## src/rtl/scwe_pkg.sv

```systemverilog
package scwe_pkg;

    localparam logic [7:0] CHAR_NL    = 8'h0A;
    localparam logic [7:0] CHAR_TAB   = 8'h09;
    localparam logic [7:0] CHAR_AT    = 8'h40;
    localparam logic [7:0] CHAR_M     = 8'h4D;
    localparam logic [7:0] CHAR_ZERO  = 8'h30;
    localparam logic [7:0] CHAR_NINE  = 8'h39;

    localparam logic [3:0] NO_FIELD    = 4'd15;
    localparam logic [3:0] FIELD_SAT   = 4'd14;
    localparam logic [3:0] CIGAR_FIELD = 4'd5;
    localparam logic [3:0] SEQ_FIELD   = 4'd9;
    localparam logic [3:0] QUAL_FIELD  = 4'd10;

    localparam logic [1:0] KIND_SEQ  = 2'd0;
    localparam logic [1:0] KIND_QUAL = 2'd1;
    localparam logic [1:0] KIND_END  = 2'd2;

    typedef struct packed {
        logic       valid;
        logic [7:0] data;
        logic [1:0] kind;
    } scwe_result_t;

endpackage

```

## src/rtl/sam_cigar_window_extractor_top.sv

```systemverilog
// Takes alignment text one byte per transfer, skips leading '@' header lines,
// parses the CIGAR field of each data line and returns the sequence and
// quality bytes inside the first M window with a nonzero offset before it, then
// an end marker (kind 2, byte 0) at the newline. For each byte, the parse state
// updates on the input transfer and any result lands in a single output
// register, so a byte can be taken every cycle while the output drains.
// text_stall is high only while that register holds a result that the
// consumer is stalling. Lengths and positions are LENGTH_BITS wide and saturate.
module sam_cigar_window_extractor_top #(
    parameter int LENGTH_BITS = 16
) (
    input  logic       clk,
    input  logic       rst_n,
    input  logic       text_valid,
    output logic       text_stall,
    input  logic [7:0] text_byte,
    output logic       item_valid,
    input  logic       item_stall,
    output logic [7:0] out_byte,
    output logic [1:0] item_kind
);

    scwe_pkg::scwe_result_t result;
    logic       accept;
    logic       item_valid_reg, item_valid_next;
    logic [7:0] out_byte_reg;
    logic [1:0] item_kind_reg;

    assign text_stall = item_valid_reg && item_stall;
    assign accept     = text_valid && !text_stall;

    scwe_parser #(
        .LENGTH_BITS(LENGTH_BITS)
    ) u_parser (
        .clk      (clk),
        .rst_n    (rst_n),
        .accept   (accept),
        .text_byte(text_byte),
        .result   (result)
    );

    always_comb
    begin
        item_valid_next = item_valid_reg;
        if (accept)
            item_valid_next = result.valid;
        else if (!item_stall)
            item_valid_next = 1'b0;
    end

    always_ff @(posedge clk or negedge rst_n)
    begin
        if (!rst_n)
        begin
            item_valid_reg <= 1'b0;
        end
        else
        begin
            item_valid_reg <= item_valid_next;
        end
    end

    always_ff @(posedge clk)
    begin
        if (accept && result.valid)
        begin
            out_byte_reg  <= result.data;
            item_kind_reg <= result.kind;
        end
    end

    assign item_valid = item_valid_reg;
    assign out_byte   = out_byte_reg;
    assign item_kind  = item_kind_reg;

endmodule

```

## src/rtl/scwe_parser.sv

```systemverilog
module scwe_parser #(
    parameter int LENGTH_BITS = 16
) (
    input  logic                 clk,
    input  logic                 rst_n,
    input  logic                 accept,
    input  logic [7:0]           text_byte,
    output scwe_pkg::scwe_result_t result
);

    localparam int L = LENGTH_BITS;
    localparam logic [L-1:0] LEN_MAX = {L{1'b1}};

    logic         in_header_reg,     in_header_next;
    logic         at_line_start_reg, at_line_start_next;
    logic         line_is_data_reg,  line_is_data_next;
    logic         in_token_reg,      in_token_next;
    logic [3:0]   field_number_reg,  field_number_next;
    logic [L-1:0] number_accum_reg,  number_accum_next;
    logic [L-1:0] skip_offset_reg,   skip_offset_next;
    logic [L-1:0] window_length_reg, window_length_next;
    logic         window_found_reg,  window_found_next;
    logic [L-1:0] field_position_reg, field_position_next;

    logic         hdr_eff;
    logic         data_eff;
    logic [3:0]   fn_eff;
    logic [L-1:0] pos_eff;
    logic [L-1:0] acc_eff;
    logic [L+4:0] acc_x10;
    logic [L:0]   skip_sum;
    logic [L:0]   pos_sum;
    logic [L:0]   win_end;
    logic         is_digit;
    logic         in_window;

    always_comb
    begin
        hdr_eff  = in_header_reg;
        data_eff = line_is_data_reg;
        if (at_line_start_reg)
        begin
            hdr_eff  = in_header_reg && (text_byte == scwe_pkg::CHAR_AT);
            data_eff = !hdr_eff;
        end

        fn_eff  = field_number_reg;
        pos_eff = field_position_reg;
        acc_eff = number_accum_reg;
        if (!in_token_reg)
        begin
            if (field_number_reg == scwe_pkg::NO_FIELD)
                fn_eff = 4'd0;
            else if (field_number_reg < scwe_pkg::FIELD_SAT)
                fn_eff = field_number_reg + 4'd1;
            pos_eff = '0;
            acc_eff = '0;
        end

        is_digit = (text_byte >= scwe_pkg::CHAR_ZERO) && (text_byte <= scwe_pkg::CHAR_NINE);
        acc_x10  = ({5'b0, acc_eff} << 3) + ({5'b0, acc_eff} << 1)
                 + {{(L+1){1'b0}}, text_byte[3:0]};
        skip_sum = {1'b0, skip_offset_reg} + {1'b0, acc_eff};
        pos_sum  = {1'b0, pos_eff} + {{L{1'b0}}, 1'b1};
        win_end  = {1'b0, skip_offset_reg} + {1'b0, window_length_reg};
        in_window = (pos_eff != LEN_MAX) && (pos_eff >= skip_offset_reg)
                 && ({1'b0, pos_eff} < win_end);

        in_header_next      = hdr_eff;
        at_line_start_next  = 1'b0;
        line_is_data_next   = data_eff;
        in_token_next       = in_token_reg;
        field_number_next   = field_number_reg;
        number_accum_next   = number_accum_reg;
        skip_offset_next    = skip_offset_reg;
        window_length_next  = window_length_reg;
        window_found_next   = window_found_reg;
        field_position_next = field_position_reg;

        result.valid = 1'b0;
        result.data  = text_byte;
        result.kind  = scwe_pkg::KIND_SEQ;

        if (text_byte == scwe_pkg::CHAR_NL)
        begin
            if (data_eff && window_found_reg)
            begin
                result.valid = 1'b1;
                result.data  = 8'd0;
                result.kind  = scwe_pkg::KIND_END;
            end
            at_line_start_next  = 1'b1;
            line_is_data_next   = 1'b0;
            in_token_next       = 1'b0;
            field_number_next   = scwe_pkg::NO_FIELD;
            number_accum_next   = '0;
            skip_offset_next    = '0;
            window_length_next  = '0;
            window_found_next   = 1'b0;
            field_position_next = '0;
        end
        else if (data_eff)
        begin
            if (text_byte == scwe_pkg::CHAR_TAB)
            begin
                in_token_next = 1'b0;
            end
            else
            begin
                in_token_next       = 1'b1;
                field_number_next   = fn_eff;
                number_accum_next   = acc_eff;
                field_position_next = pos_sum[L] ? LEN_MAX : pos_sum[L-1:0];
                if (fn_eff == scwe_pkg::CIGAR_FIELD)
                begin
                    if (!window_found_reg)
                    begin
                        if (is_digit)
                        begin
                            number_accum_next = (|acc_x10[L+4:L]) ? LEN_MAX : acc_x10[L-1:0];
                        end
                        else
                        begin
                            number_accum_next = '0;
                            if (text_byte == scwe_pkg::CHAR_M && skip_offset_reg != '0)
                            begin
                                window_length_next = acc_eff;
                                window_found_next  = 1'b1;
                            end
                            else
                            begin
                                skip_offset_next = skip_sum[L] ? LEN_MAX : skip_sum[L-1:0];
                            end
                        end
                    end
                end
                else if ((fn_eff == scwe_pkg::SEQ_FIELD || fn_eff == scwe_pkg::QUAL_FIELD)
                         && window_found_reg && in_window)
                begin
                    result.valid = 1'b1;
                    result.kind  = (fn_eff == scwe_pkg::SEQ_FIELD) ? scwe_pkg::KIND_SEQ
                                                                   : scwe_pkg::KIND_QUAL;
                end
            end
        end
    end

    always_ff @(posedge clk or negedge rst_n)
    begin
        if (!rst_n)
        begin
            in_header_reg      <= 1'b1;
            at_line_start_reg  <= 1'b1;
            line_is_data_reg   <= 1'b0;
            in_token_reg       <= 1'b0;
            field_number_reg   <= scwe_pkg::NO_FIELD;
            number_accum_reg   <= '0;
            skip_offset_reg    <= '0;
            window_length_reg  <= '0;
            window_found_reg   <= 1'b0;
            field_position_reg <= '0;
        end
        else if (accept)
        begin
            in_header_reg      <= in_header_next;
            at_line_start_reg  <= at_line_start_next;
            line_is_data_reg   <= line_is_data_next;
            in_token_reg       <= in_token_next;
            field_number_reg   <= field_number_next;
            number_accum_reg   <= number_accum_next;
            skip_offset_reg    <= skip_offset_next;
            window_length_reg  <= window_length_next;
            window_found_reg   <= window_found_next;
            field_position_reg <= field_position_next;
        end
    end

endmodule

```

## config.mk

```make
export PLATFORM = sky130hd
export DESIGN_NAME = sam_cigar_window_extractor_top
export DESIGN_NICKNAME = d
export VERILOG_FILES = /design/src/rtl/scwe_pkg.sv /design/src/rtl/sam_cigar_window_extractor_top.sv /design/src/rtl/scwe_parser.sv
export SDC_FILE = /design/constraint.sdc
export NUM_CORES = 1
export LEC_CHECK = 0
export BUFFER_PORTS_ARGS = -buffer_cell sky130_fd_sc_hd__buf_4
export CAP_MARGIN = 15
export CORE_ASPECT_RATIO = 0.75
export CORE_MARGIN = 2
export CORE_UTILIZATION = 50
export CTS_CLUSTER_DIAMETER = 60
export DETAILED_ROUTE_END_ITERATION = 10
export PLACE_DENSITY = 0.66
export SLEW_MARGIN = 20
export SYNTH_ARGS = -nofsm -noshare
export SYNTH_HDL_FRONTEND = slang
export SYNTH_SLANG_ARGS = --single-unit
```

## constraint.sdc

```tcl
create_clock -name clk -period 6 [get_ports clk]
set_input_delay 0.9 -clock clk [delete_from_list [all_inputs] [get_ports clk]]
set_output_delay 0.9 -clock clk [all_outputs]
set_load 0.03 [all_outputs]
```

=== After elaboration in Yosys (flattened, before gate mapping) ===
Cells that the tools add are included.

* Muxes and demuxes: 62
* Reduce and logical (&&, ||, !) cells: 25
* Bitwise logic cells: 0
* Equal/unequal tests: 14
* Shift-type cells: 0
* Add/sub/neg operators: 6
* Multipliers: 0
* $lt $le $gt $ge: 5
* Div/mod/pow operators: 0

{| class="wikitable"
|+ Operators by type and width
! kind !! count
|-
| $mux 16 || 28
|-
| $add 16x16->17 || 2
|-
| $mux 4 || 6
|-
| $add 21x4->21 || 1
|-
| $mux 1 || 21
|-
| $add 19x17->20 || 1
|-
| $add 16x1->17 const B || 1
|-
| $lt 16x17->1 || 1
|-
| $eq 8x4->1 const B || 2
|-
| $eq 8x7->1 const B || 2
|-
| $ge 16x16->1 || 1
|-
| $ne 16x16->1 const B || 1
|-
| $reduce_bool 16->1 || 1
|-
| $reduce_and 7->1 || 2
|-
| $eq 4x4->1 const B || 3
|-
| $logic_and 1x1->1 || 11
|-
| $mux 11 || 1
|-
| $mux 2 || 5
|-
| $ge 8x6->1 const B || 1
|-
| $le 8x6->1 const B || 1
|-
| $mux 8 || 1
|-
| $ne 2x1->1 const B || 3
|-
| $reduce_bool 2->1 || 3
|-
| $reduce_or 5->1 || 1
|-
| 9 further kinds || 12
|}

* Bits in registers: 84
* Bits in writable memories: 0
* Output and inout bits: 12
* Bits in latches: 0
* Input port bits: 12
* Memories kept: 0
* Word-level logic and storage cells: 125
* Memory bits (read-only): 0

=== Logic depth before layout (Yosys ltp) ===
Gate-level depths: netlist (run 1).

* Depth in word-level cells: 14
* Depth in mapped cells: 25
* Gate-level depth less buffers: 24

=== Cells and area by module ===
A second synthesis (run 1) with hierarchy kept.

* Cell total of the unflattened synthesis: 843
* Area, all modules: 7196.9 um^2

{| class="wikitable"
|+ Modules (own cells, without submodules)
! module !! times used !! area each (um^2) !! sequential area each (um^2) !! cells an instance
|-
| scwe_parser || 1 || 6832.8 || 1834.3 || 827
|-
| sam_cigar_window_extractor_top || 1 || 364.1 || 325.3 || 16
|}

=== Worst setup path after synthesis (run 1) ===
No wires, ideal clock.

* Path kind: flip-flop to flip-flop
* Start: reg u_parser.in_token_reg
* End: reg u_parser.number_accum_reg[10]
* Data required time: 5.874 ns
* Setup time: 0.126 ns
* Stages on the path, launching flop included: 25
* Path slack: 0.287 ns
* Period minus slack after synthesis: 5.713 ns
* Arrival: 5.587 ns
* Buffers on the path: 9
* Cell sequence: dfrtp_1 > buf_2 > buf_2 > buf_1 > clkbuf_1 > buf_1 > buf_1 > buf_1 > clkbuf_1 > nand2_1 > inv_1 > ha_1 > maj3_2 > maj3_2 > a31oi_4 > or3_1 > a31oi_1 > mux2i_1 > nand2_1 > nor4_1 > nand4_1 > mux2i_1 > o41a_4 > buf_6 > a221o_1

* Word-level cells in the longest chain between the ends: 11
* Elaborated cells on any way between the ends: 13
* Those cells by class: add/sub (2); eq/ne (1); mux (9); reduce/logical (1)

{| class="wikitable"
|+ RTL lines
! item !! RTL line !! text
|-
| start: declaration || scwe_parser.sv:17 || <nowiki>logic in_token_reg, in_token_next;</nowiki>
|-
| start signal: assignment || scwe_parser.sv:168 || <nowiki>in_token_reg <= in_token_next;</nowiki>
|-
| $mux 16 || scwe_parser.sv:50 || <nowiki>if (!in_token_reg)</nowiki>
|-
| $add 19x17->20 || scwe_parser.sv:61 || <nowiki>acc_x10 = ({5'b0, acc_eff} << 3) + ({5'b0, acc_eff} << 1)</nowiki>
|-
| $add 21x4->21 || scwe_parser.sv:62 || <nowiki>+ {{(L+1){1'b0}}, text_byte[3:0]};</nowiki>
|-
| $reduce_or 5->1 || scwe_parser.sv:120 || <nowiki>number_accum_next = (|acc_x10[L+4:L]) ? LEN_MAX : acc_x10[L-1:0];</nowiki>
|-
| $mux 16 || scwe_parser.sv:120 ||
|-
| $mux 16 || scwe_parser.sv:118 || <nowiki>if (is_digit)</nowiki>
|-
| $mux 16 || scwe_parser.sv:116 || <nowiki>if (!window_found_reg)</nowiki>
|-
| $mux 16 (*) || scwe_parser.sv:114 || <nowiki>if (fn_eff == scwe_pkg::CIGAR_FIELD)</nowiki>
|-
| $mux 16 (*) || scwe_parser.sv:104 || <nowiki>if (text_byte == scwe_pkg::CHAR_TAB)</nowiki>
|-
| $mux 16 (*) || scwe_parser.sv:102 || <nowiki>else if (data_eff)</nowiki>
|-
| $mux 16 (*) || scwe_parser.sv:84 || <nowiki>if (text_byte == scwe_pkg::CHAR_NL)</nowiki>
|-
| end signal: assignment || scwe_parser.sv:170 || <nowiki>number_accum_reg <= number_accum_next;</nowiki>
|-
| end: declaration || scwe_parser.sv:19 || <nowiki>logic [L-1:0] number_accum_reg, number_accum_next;</nowiki>
|}

Every way passes the cells marked *; elsewhere a longest branch is shown, timed or not. The select of a mux whose other input is x is not followed.
A chain may end at the register's enable or synchronous reset.

=== Worst setup path after layout (run 1) ===
* Start: reg u_parser.window_length_reg[1]
* End: reg out_byte_reg[6], in the netlist out_byte[6] (enable)

* Word-level cells in the longest chain between the ends: 10

{| class="wikitable"
|+ RTL lines
! item !! RTL line !! text
|-
| start: declaration || scwe_parser.sv:21 || <nowiki>logic [L-1:0] window_length_reg, window_length_next;</nowiki>
|-
| start signal: assignment || scwe_parser.sv:172 || <nowiki>window_length_reg <= window_length_next;</nowiki>
|-
| $add 16x16->17 || scwe_parser.sv:65 || <nowiki>win_end = {1'b0, skip_offset_reg} + {1'b0, window_length_reg};</nowiki>
|-
| $lt 16x17->1 || scwe_parser.sv:67 || <nowiki>&& ({1'b0, pos_eff} < win_end);</nowiki>
|-
| $logic_and 1x1->1 || scwe_parser.sv:67 ||
|-
| $logic_and 1x1->1 || scwe_parser.sv:138 || <nowiki>&& window_found_reg && in_window)</nowiki>
|-
| $mux 1 || scwe_parser.sv:137 || <nowiki>else if ((fn_eff == scwe_pkg::SEQ_FIELD || fn_eff == scwe_pkg::QUAL_FIELD)</nowiki>
|-
| $mux 1 || scwe_parser.sv:114 ||
|-
| $mux 1 || scwe_parser.sv:104 ||
|-
| $mux 1 || scwe_parser.sv:102 ||
|-
| $mux 1 || scwe_parser.sv:84 ||
|-
| $logic_and 1x1->1 || sam_cigar_window_extractor_top.sv:65 || <nowiki>if (accept && result.valid)</nowiki>
|-
| end signal: assignment || sam_cigar_window_extractor_top.sv:67 || <nowiki>out_byte_reg <= result.data;</nowiki>
|-
| end: declaration || sam_cigar_window_extractor_top.sv:26 || <nowiki>logic [7:0] out_byte_reg;</nowiki>
|}

Every way passes these cells.

==> results.json, run 1 <==
{
  "status": "completed",
  "drive_gt1_share_pct": 8.497,
  "netlist.top_cell.by_area": "dfrtp_1",
  "synth-seq-cells": 84,
  "n_antenna_cell": 0,
  "synth_area_leaders": "dfrtp_1, ha_1, o21ai_0",
  "ys_seq_area_share_pct": 28.58,
  "tns_ps": 0,
  "final_cells": 1118,
  "grt_setup_unrepaired": "no",
  "ctsResizeCount": 0,
  "dp.final_hpwl_mm": 14.04,
  "switchingPower_uw": 728.2,
  "hold_buffers": 0,
  "yosys.area.top_type_share_pct": 22.52,
  "crit_chain": "ha_1 > a21o_1 > a21oi_1 > o21bai_1 > a21oi_1 > o21bai_1 > a21oi_1 > o21bai_1 > a2111oi_0 > nor3_1 > a2111o_1 > a21oi_1 > xor2_1 > ha_1 > a2111oi_0 > a31oi_1 > o31ai_1 > nand4_1 > a21oi_1 > buf_4",
  "required_ps": 6060,
  "end_kind": "register",
  "clock-sinks": 84,
  "syn_inst": 938,
  "drc": 0,
  "finalWorstSetupSlack_ps": 701.0,
  "ff2ff_path_depth": 20,
  "synthTopCellsByCount": "o21ai_0, nand2_1, a21oi_1",
  "fp.dieW_microns": 146.0,
  "cpMaxStageDelayCell": "a2111oi_0",
  "cp.arrival_ps": 5360,
  "power_frac_comb_pct": 27.4,
  "setup_viol": 0,
  "p_leak_uw": 0.003791,
  "drv_slew": 0,
  "grt_pass1_wl_mm": 32.21,
  "rrSetupSlack_ps": 700,
  "syn_area_sq_mm": 0.007556,
  "r2r_end": "out_byte[6]",
  "cts_max_level": 3,
  "area_delta_synth_final_pct": 6.706,
  "slew_headroom_pct": 38.29,
  "yosysWarnings": 0,
  "antenna_found_initial": 0,
  "internal_power_uw": 1146,
  "clk_latency_ps": 360,
  "num_io_pins": 24,
  "overflow": 0,
  "first_pass_iters": 5,
  "wl_mm": 19.40,
  "hp-class": "input port to async pin",
  "syn_area_per_cell_sq_um": 8.055,
  "clock_path_buffers": 2,
  "initial_core_util_pct": 51.77,
  "period_share_pct": 88.32,
  "critPathLaunchType": "register",
  "drv_cap": 0,
  "dp.cells": 1102,
  "place.gp.congestion": 0.8947,
  "p_sw_share_pct": 38.86,
  "grtUsageTotal_pct": 24.49,
  "seq_power_share_pct": 41.5,
  "dieArea_sq_mm": 0.01612,
  "synth_edf_count": 10,
  "worst_pin_slew_ps": 925.1,
  "vias": 6761,
  "cellPowerDensity_mw_per_mm2": 232.4,
  "num_rows": 38,
  "syn-num-nets": 1011,
  "cts.clk_slew.worst_paths_ps": 70,
  "dp_worst_setup_slack_ps": 715.0,
  "cp_max_fo": 10,
  "die_y_microns": 110.5,
  "crit_top_cell": "a21oi_1",
  "wl_per_cell_microns": 17.35,
  "fill_cells": 1414,
  "coreArea_sq_mm": 0.01460,
  "ys_types": 75,
  "synth-main-ff-cell": "dfrtp_1",
  "final.min_clock_period_ps": 5299,
  "peakVddDrop_uv": 168.9,
  "numPortBuffers": 23,
  "hold_viol_final": 0,
  "root_buffer": "clkbuf_16",
  "grt_pass1_vias": 6107,
  "final_nets": 986,
  "postCtsSetupBuffers": 0,
  "fmax_ghz": 0.1887,
  "synth.most_common_cell": "o21ai_0",
  "r2r_start": "u_parser.window_length_reg[1]",
  "worstSetupPathType": "register to register",
  "finClkSkew_ps": 6.162,
  "first_iter_violations": 648,
  "vias_per_cell": 6.047,
  "numCtsBuffers": 9,
  "async_flop_share_pct": 88.10,
  "critPathMaxStageDelay_ps": 690,
  "drtAntennaViolNets": 0,
  "cts_tree": "built",
  "grt_max_degree": 59,
  "clkPwrFrac_pct": 31.1
}
-- stage by stage --
step                      instance area, sq um  utilization, %  total power (uW)  hold slack, ps
final                                     8063           55.24              1874           403.4
after global routing                      8063           55.24              1988           422.4
after CTS                                 8060           55.22              1877           409.9
after detailed placement                  7761           53.17              1289           428.9
after global placement                    7761           53.17              1289           434.5
after floorplan                           7556               -              1132           421.0
-- cells in the final DEF, fill, tap and decap left out, types with 4 or more instances in the layout --
cell	n
nor2b_1	12
nor2_1	59
a31oi_1	14
o211ai_1	4
and2_1	7
nor3b_1	4
clkbuf_16	9
dfrtp_1	67
nand2_1	90
ha_1	60
a221o_1	19
and3_1	16
xnor2_1	40
a32oi_1	4
a21o_1	18
o22ai_1	7
o31ai_1	7
nand3_1	41
a2111oi_0	4
inv_1	50
o2bb2ai_1	12
xor2_1	25
nor3_1	16
o21a_1	10
a21oi_1	75
buf_4	32
nand4_1	6
nand2b_1	7
a211oi_1	5
maj3_2	4
dfstp_2	6
o21bai_1	7
nor4_1	8
o21ai_0	90
mux2i_1	5
edfxtp_1	10
-- metal layers --
layer / track usage (%) / part of all wire (%) / vias to the layer above
li1: - / - / 3356
met1: 37.99 / 52 / 3199
met2: 35.60 / 42 / 190
met3: 3.595 / 5.1 / 16
met4: 5.686 / 1.0 / 0
met5: 0 / 0 / -
-- power by group through the flow --
stage | clock network (uW) | logic [uW] | registers [uW]
floorplan | 0 | 440 | 691
global placement | 0 | 503 | 786
global route | 617 | 580 | 791
finish | 582 | 514 | 778
CTS | 593 | 509 | 775
detailed placement | 0 | 502 | 786
-- worst max-delay path by stage --
stage / start / cells past startpoint / slack [ps] / end
floorplan: u_parser.in_token_reg / 24 / 290 / u_parser.number_accum_reg[10]
global placement: u_parser.window_length_reg[1] / 20 / 820 / out_byte[2]
detailed placement: u_parser.window_length_reg[1] / 20 / 710 / out_byte[2]
CTS: u_parser.window_length_reg[1] / 20 / 710 / out_byte[6]
global route: u_parser.window_length_reg[1] / 20 / 150 / item_kind[0]
finish: u_parser.window_length_reg[1] / 20 / 700 / out_byte[6]
-- cell families after synthesis --
| logic type | count (synthesis) | share of synthesized area (%) |
|---|---|---|
| flops | 84 | 28.58 |
| xor+xnor | 65 | 7.534 |
| mux | 6 | 0.8114 |
| compound gates | 311 | 27.14 |
| buf+inv | 118 | 6.408 |
| fa+ha+maj | 68 | 11.19 |
| simple gates | 286 | 18.33 |
-- final cells by class --
| class | instances | area [sq um] | area share [%] |
|---|---|---|---|
| Clock buffer | 9 | 225.2 | 2.793 |
| Clock inverter | 7 | 73.82 | 0.9156 |
| Inverter | 50 | 187.7 | 2.328 |
| Multi-Input combinational cell | 736 | 4925 | 61.08 |
| Sequential cell | 84 | 2161 | 26.80 |
| Tap cell | 200 | 250.2 | 3.104 |
| Timing Repair Buffer | 32 | 240.2 | 2.980 |
-- critical path, delay by kind of cell (launching register included) --
family          cells  cell delay [ps]
flops               1              420
xor+xnor            1              180
compound gates     14             3270
buf+inv             1              200
fa+ha+maj           2              560
simple gates        2              380
Power figures use the tool's default switching activity.
==> run 2, diff against run 1 <==
PLACE_DENSITY = 0.69   (was 0.66)
==> run 2 against run 1 <==
- worst hold slack better by 35 ps
- maximum frequency is 5.5% lower
- die area stayed put
- setup slack worse by 310 ps
- final cell count fell by 0.18%
- clock-buffer cell count increased by 1
- clock power down 5.7%
- clock skew is 2.2 ps higher
- design area down 0.28%
- critical path type unchanged
- register-to-register slack got worse by 310 ps
- global-route usage is 0.16 points lower
- sequential share of layout area increased by 0.075 points
==> results.json, run 2 (synthesized netlist as in run 1, its figures left out) <==
{
  "cts_max_level": 3,
  "num_io_pins": 24,
  "die_y_microns": 110.5,
  "vias_per_cell": 6.180,
  "tns_ps": 0,
  "cp.arrival_ps": 5670,
  "setup_viol": 0,
  "n_antenna_cell": 0,
  "p_leak_uw": 0.003767,
  "num_rows": 38,
  "crit_family": "compound AO/OA/AOI/OAI gates",
  "clock-sinks": 84,
  "crit_top_cell": "a21oi_1",
  "status": "completed",
  "drive_gt1_share_pct": 8.297,
  "final_cell_mix": "nand2_1, o21ai_0, a21oi_1",
  "coreArea_sq_mm": 0.01460,
  "fmax_ghz": 0.1784,
  "numPortBuffers": 23,
  "dieArea_sq_mm": 0.01612,
  "dp.final_hpwl_mm": 13.93,
  "drtAntennaViolNets": 0,
  "area_delta_synth_final_pct": 6.408,
  "grtUsageTotal_pct": 24.32,
  "final_cells": 1116,
  "worst_pin_slew_ps": 929.9,
  "first_pass_iters": 5,
  "critPathLaunchType": "register",
  "wl_per_cell_microns": 17.38,
  "hold_buffers": 0,
  "crit_buf_inv": 1,
  "fill_cells": 1344,
  "slew_headroom_pct": 38.00,
  "crit_chain": "ha_1 > a21o_1 > a21oi_1 > o21bai_1 > a21oi_1 > o21bai_1 > a21oi_1 > o21bai_1 > a2111oi_0 > nor3_1 > a2111o_1 > a21oi_1 > xor2_1 > ha_1 > a2111oi_0 > a31oi_1 > o31ai_1 > nand4_1 > a21oi_1 > buf_4",
  "finClkSkew_ps": 8.316,
  "final_nets": 984,
  "worstSetupPathType": "register to register",
  "peakVddDrop_uv": 145.0,
  "required_ps": 6060,
  "cts_tree": "built",
  "antenna_found_initial": 0,
  "wl_mm": 19.39,
  "first_iter_violations": 589,
  "place.gp.congestion": 0.8865,
  "dp.cells": 1100,
  "grt_max_degree": 75,
  "fp.dieW_microns": 146.0,
  "cellPowerDensity_mw_per_mm2": 228.6,
  "drc": 0,
  "cts.clk_slew.worst_paths_ps": 70,
  "critPathMaxStageDelay_ps": 770,
  "clock_path_buffers": 2,
  "vias": 6897,
  "grt_pass1_vias": 6187,
  "cpMaxStageDelayCell": "a2111oi_0",
  "period_share_pct": 93.42,
  "grt_pass1_wl_mm": 32.26,
  "overflow": 0,
  "hold_viol_final": 0,
  "grt_setup_unrepaired": "no",
  "postCtsSetupBuffers": 0,
  "cp_max_fo": 11,
  "initial_core_util_pct": 51.77,
  "final.min_clock_period_ps": 5605,
  "drv_slew": 0,
  "root_buffer": "clkbuf_16",
  "drv_cap": 0,
  "end_kind": "register",
  "clk_latency_ps": 360,
  "hp-class": "register to register",
  "numCtsBuffers": 9,
  "ctsResizeCount": 0
}
-- run 2: changes by cell type in the layout (fill, tap and decap cells not counted), moves of 2 or more --
cell        previous run  this run
clkinv_2               2         0
buf_4                 32        29
inv_6                  3         1
clkinv_4               0         2
clkinvlp_4             1         3
-- run 2: worst paths after layout --
path                                                   from                            end  slack [ps]  cells after the start
worst min-delay path                 u_parser.in_header_reg         u_parser.in_header_reg         440                      2
max in group asynchronous                             rst_n          u_parser.in_token_reg        4850                      1
worst min register to register       u_parser.in_header_reg         u_parser.in_header_reg         440                      2
min in group asynchronous                             rst_n  u_parser.number_accum_reg[12]         540                      1
worst max register to register  u_parser.skip_offset_reg[1]                    out_byte[3]         390                     20
worst max-delay path            u_parser.skip_offset_reg[1]                    out_byte[3]         390                     20
-- run 2: layout make-up --
cell class	count	area [sq um]	area share, %
Inverter	50	187.7	2.334
Tap cell	200	250.2	3.112
Multi-Input combinational cell	736	4925	61.25
Timing Repair Buffer	30	229.0	2.848
Clock inverter	6	48.80	0.6069
Clock buffer	10	239.0	2.972
Sequential cell	84	2161	26.88
-- run 2: per-layer routing --
layer  vias up  GRT usage (%)  share of wire [%]
li1       3355              -                  -
met1      3337          37.03                 50
met2       190          35.19                 42
met3        15          5.124                6.7
met4         0          5.163               0.77
met5         -              0                  0
-- run 2: where the power goes --
part,total [uW],switching (uW),internal (uW)
logic,507,321,186
clock network,549,254,295
registers,782,149,633
-- run 2: worst reg2reg max path, cell delays in order (launching register included) --
cell       delay [ps]
dfrtp_1           570
ha_1              320
a21o_1            160
a21oi_1           220
o21bai_1          100
a21oi_1           230
o21bai_1          100
a21oi_1           230
o21bai_1          110
a2111oi_0         770
nor3_1            150
a2111o_1          420
a21oi_1           180
xor2_1            180
ha_1              260
a2111oi_0         400
a31oi_1           140
o31ai_1           160
nand4_1           210
a21oi_1           190
buf_4             200
-- run 2: stage by stage --
stage | utilization, % | total power, uW | setup slack, ps | instance area (sq um) | hold slack, ps
finish | 55.08 | 1838 | 394.9 | 8040 | 438.5
global route | 55.08 | 1948 | 20.67 | 8040 | 459.6
CTS | 55.04 | 1839 | 477.0 | 8034 | 439.3
detailed placement | 53.07 | 1286 | 491.8 | 7746 | 428.8
global placement | 53.07 | 1286 | 736.7 | 7746 | 432.7
floorplan | - | 1132 | 286.7 | 7556 | 421.0
==> run 3, diff against run 2 <==
CTS_BUF_LIST = sky130_fd_sc_hd__clkbuf_8   (was unset)
==> run 3 against run 2 <==
- worst hold slack gained 4.1 ps
- final cell count unchanged
- first-iteration DRC count up 2.0%
- global-route usage barely moved
- critical path depth unchanged
- power is 8.2% lower
- maximum frequency grew 2.3%
- die area stayed put
- critical path type unchanged
- largest cell class unchanged
==> results.json, run 3 (synthesized netlist as in run 1, its figures left out) <==
{
  "status": "completed",
  "drv_slew": 0,
  "num_io_pins": 24,
  "overflow": 0,
  "wl_per_cell_microns": 17.34,
  "numCtsBuffers": 9,
  "critPathLaunchType": "register",
  "peakVddDrop_uv": 129.1,
  "p_leak_uw": 0.003721,
  "cellPowerDensity_mw_per_mm2": 212.6,
  "fmax_ghz": 0.1825,
  "final_area_sq_mm": 0.007940,
  "first_pass_iters": 5,
  "vias": 6878,
  "crit_top_cell": "a21oi_1",
  "grt_pass1_wl_mm": 32.30,
  "cpMaxStageDelayCell": "a2111oi_1",
  "ctsResizeCount": 0,
  "cp.arrival_ps": 5580,
  "cts_max_level": 3,
  "drive_gt1_share_pct": 8.297,
  "grt_setup_unrepaired": "no",
  "first_iter_violations": 601,
  "rrSetupSlack_ps": 520,
  "root_buffer": "clkbuf_8",
  "drc": 0,
  "clock-sinks": 84,
  "grtUsageTotal_pct": 24.37,
  "vias_per_cell": 6.163,
  "drtAntennaViolNets": 0,
  "cts_tree": "built",
  "die_y_microns": 110.5,
  "final_cell_mix": "nand2_1, o21ai_0, a21oi_1",
  "drv_cap": 0,
  "hp-class": "register to register",
  "finalWorstSetupSlack_ps": 521.7,
  "dp.final_hpwl_mm": 13.93,
  "cp_max_fo": 11,
  "tns_ps": 0,
  "wl_mm": 19.36,
  "final_nets": 984,
  "final_util_pct": 54.40,
  "fill_cells": 1353,
  "critPathMaxStageDelay_ps": 640,
  "postCtsSetupBuffers": 0,
  "final.min_clock_period_ps": 5478,
  "place.gp.congestion": 0.8865,
  "cts.clk_slew.worst_paths_ps": 90,
  "coreArea_sq_mm": 0.01460,
  "antenna_found_initial": 0,
  "setup_viol": 0,
  "worst_pin_slew_ps": 946.1,
  "n_antenna_cell": 0,
  "numPortBuffers": 23,
  "finClkSkew_ps": 9.633,
  "dieArea_sq_mm": 0.01612,
  "grt_pass1_vias": 6189,
  "slew_headroom_pct": 36.93,
  "dp_worst_setup_slack_ps": 491.8,
  "required_ps": 6100,
  "clk_latency_ps": 390,
  "initial_core_util_pct": 51.77,
  "area_delta_synth_final_pct": 5.084,
  "period_share_pct": 91.30,
  "worstSetupPathType": "register to register",
  "crit_chain": "ha_1 > a21o_1 > a21oi_1 > o21bai_1 > a21oi_1 > o21bai_1 > a21oi_1 > o21bai_1 > a2111oi_1 > nor3_1 > a2111o_1 > a21oi_1 > xor2_1 > ha_1 > a2111oi_0 > a31oi_1 > o31ai_1 > nand4_1 > a21oi_1 > buf_4",
  "clock_path_buffers": 2,
  "end_kind": "register",
  "whs_ps": 442.6,
  "placed_area_sq_mm": 0.007746,
  "hold_viol_final": 0,
  "hold_buffers": 0,
  "grt_max_degree": 75,
  "num_rows": 38,
  "fp.dieW_microns": 146.0
}
==> run 3: cell types whose count changed in the layout (fill, tap and decap cells not counted) <==
cell	delta
a2111oi_0	-1
a2111oi_1	+1
clkbuf_16	-9
clkbuf_8	+9
==> run 3: critical path: cells and delay by family (launching register included) <==
| family | cells | cell delay (ps) |
|---|---|---|
| AOI/OAI and AO/OA | 14 | 3280 |
| and+or+nand+nor | 2 | 350 |
| buffers and inverters | 1 | 200 |
| adders and majority gates | 2 | 580 |
| DFF | 1 | 600 |
| xor gates and xnor gates | 1 | 180 |
==> run 3: area by class of cell <==
type                            count  area (sq um)  share of cell area [%]
Multi-Input combinational cell    736          4926                   62.04
Sequential cell                    84          2161                   27.21
Tap cell                          200         250.2                   3.152
Timing Repair Buffer               30         229.0                   2.884
Inverter                           50         187.7                   2.364
Clock buffer                       10         137.6                   1.733
Clock inverter                      6         48.80                  0.6146
==> run 3: worst paths after layout <==
| check | startpoint | end | cells after the start |
|---|---|---|---|
| min in group asynchronous | rst_n | u_parser.number_accum_reg[14] | 1 |
| hold / removal | u_parser.in_header_reg | u_parser.in_header_reg | 2 |
| setup / recovery | u_parser.skip_offset_reg[1] | out_byte[6] | 20 |
| hold reg to reg | u_parser.in_header_reg | u_parser.in_header_reg | 2 |
| setup reg to reg | u_parser.skip_offset_reg[1] | out_byte[6] | 20 |
| max in group asynchronous | rst_n | u_parser.in_token_reg | 1 |
==> run 3: per-stage QoR <==
step / std cells / power (uW)
finish: 1116 / 1688
global route: 1116 / 1801
CTS: 1116 / 1691
detailed placement: 1100 / 1286
global placement: 1100 / 1286
floorplan: 938 / 1132
==> run 3: metal layers <==
metal | wire [microns] | GRT usage, % | share of wire, %
met1 | 9719 | 37.40 | 50
met2 | 8157 | 35.28 | 42
met3 | 1321 | 4.628 | 6.8
met4 | 159 | 5.163 | 0.82
met5 | 0 | 0 | 0
==> run 3: report_power, final <==
part	internal, uW	switching, uW	total, uW	leakage [uW]
logic	186	320	505	0.00259
clock network	165	238	403	0.0000851
registers	632	147	780	0.00105
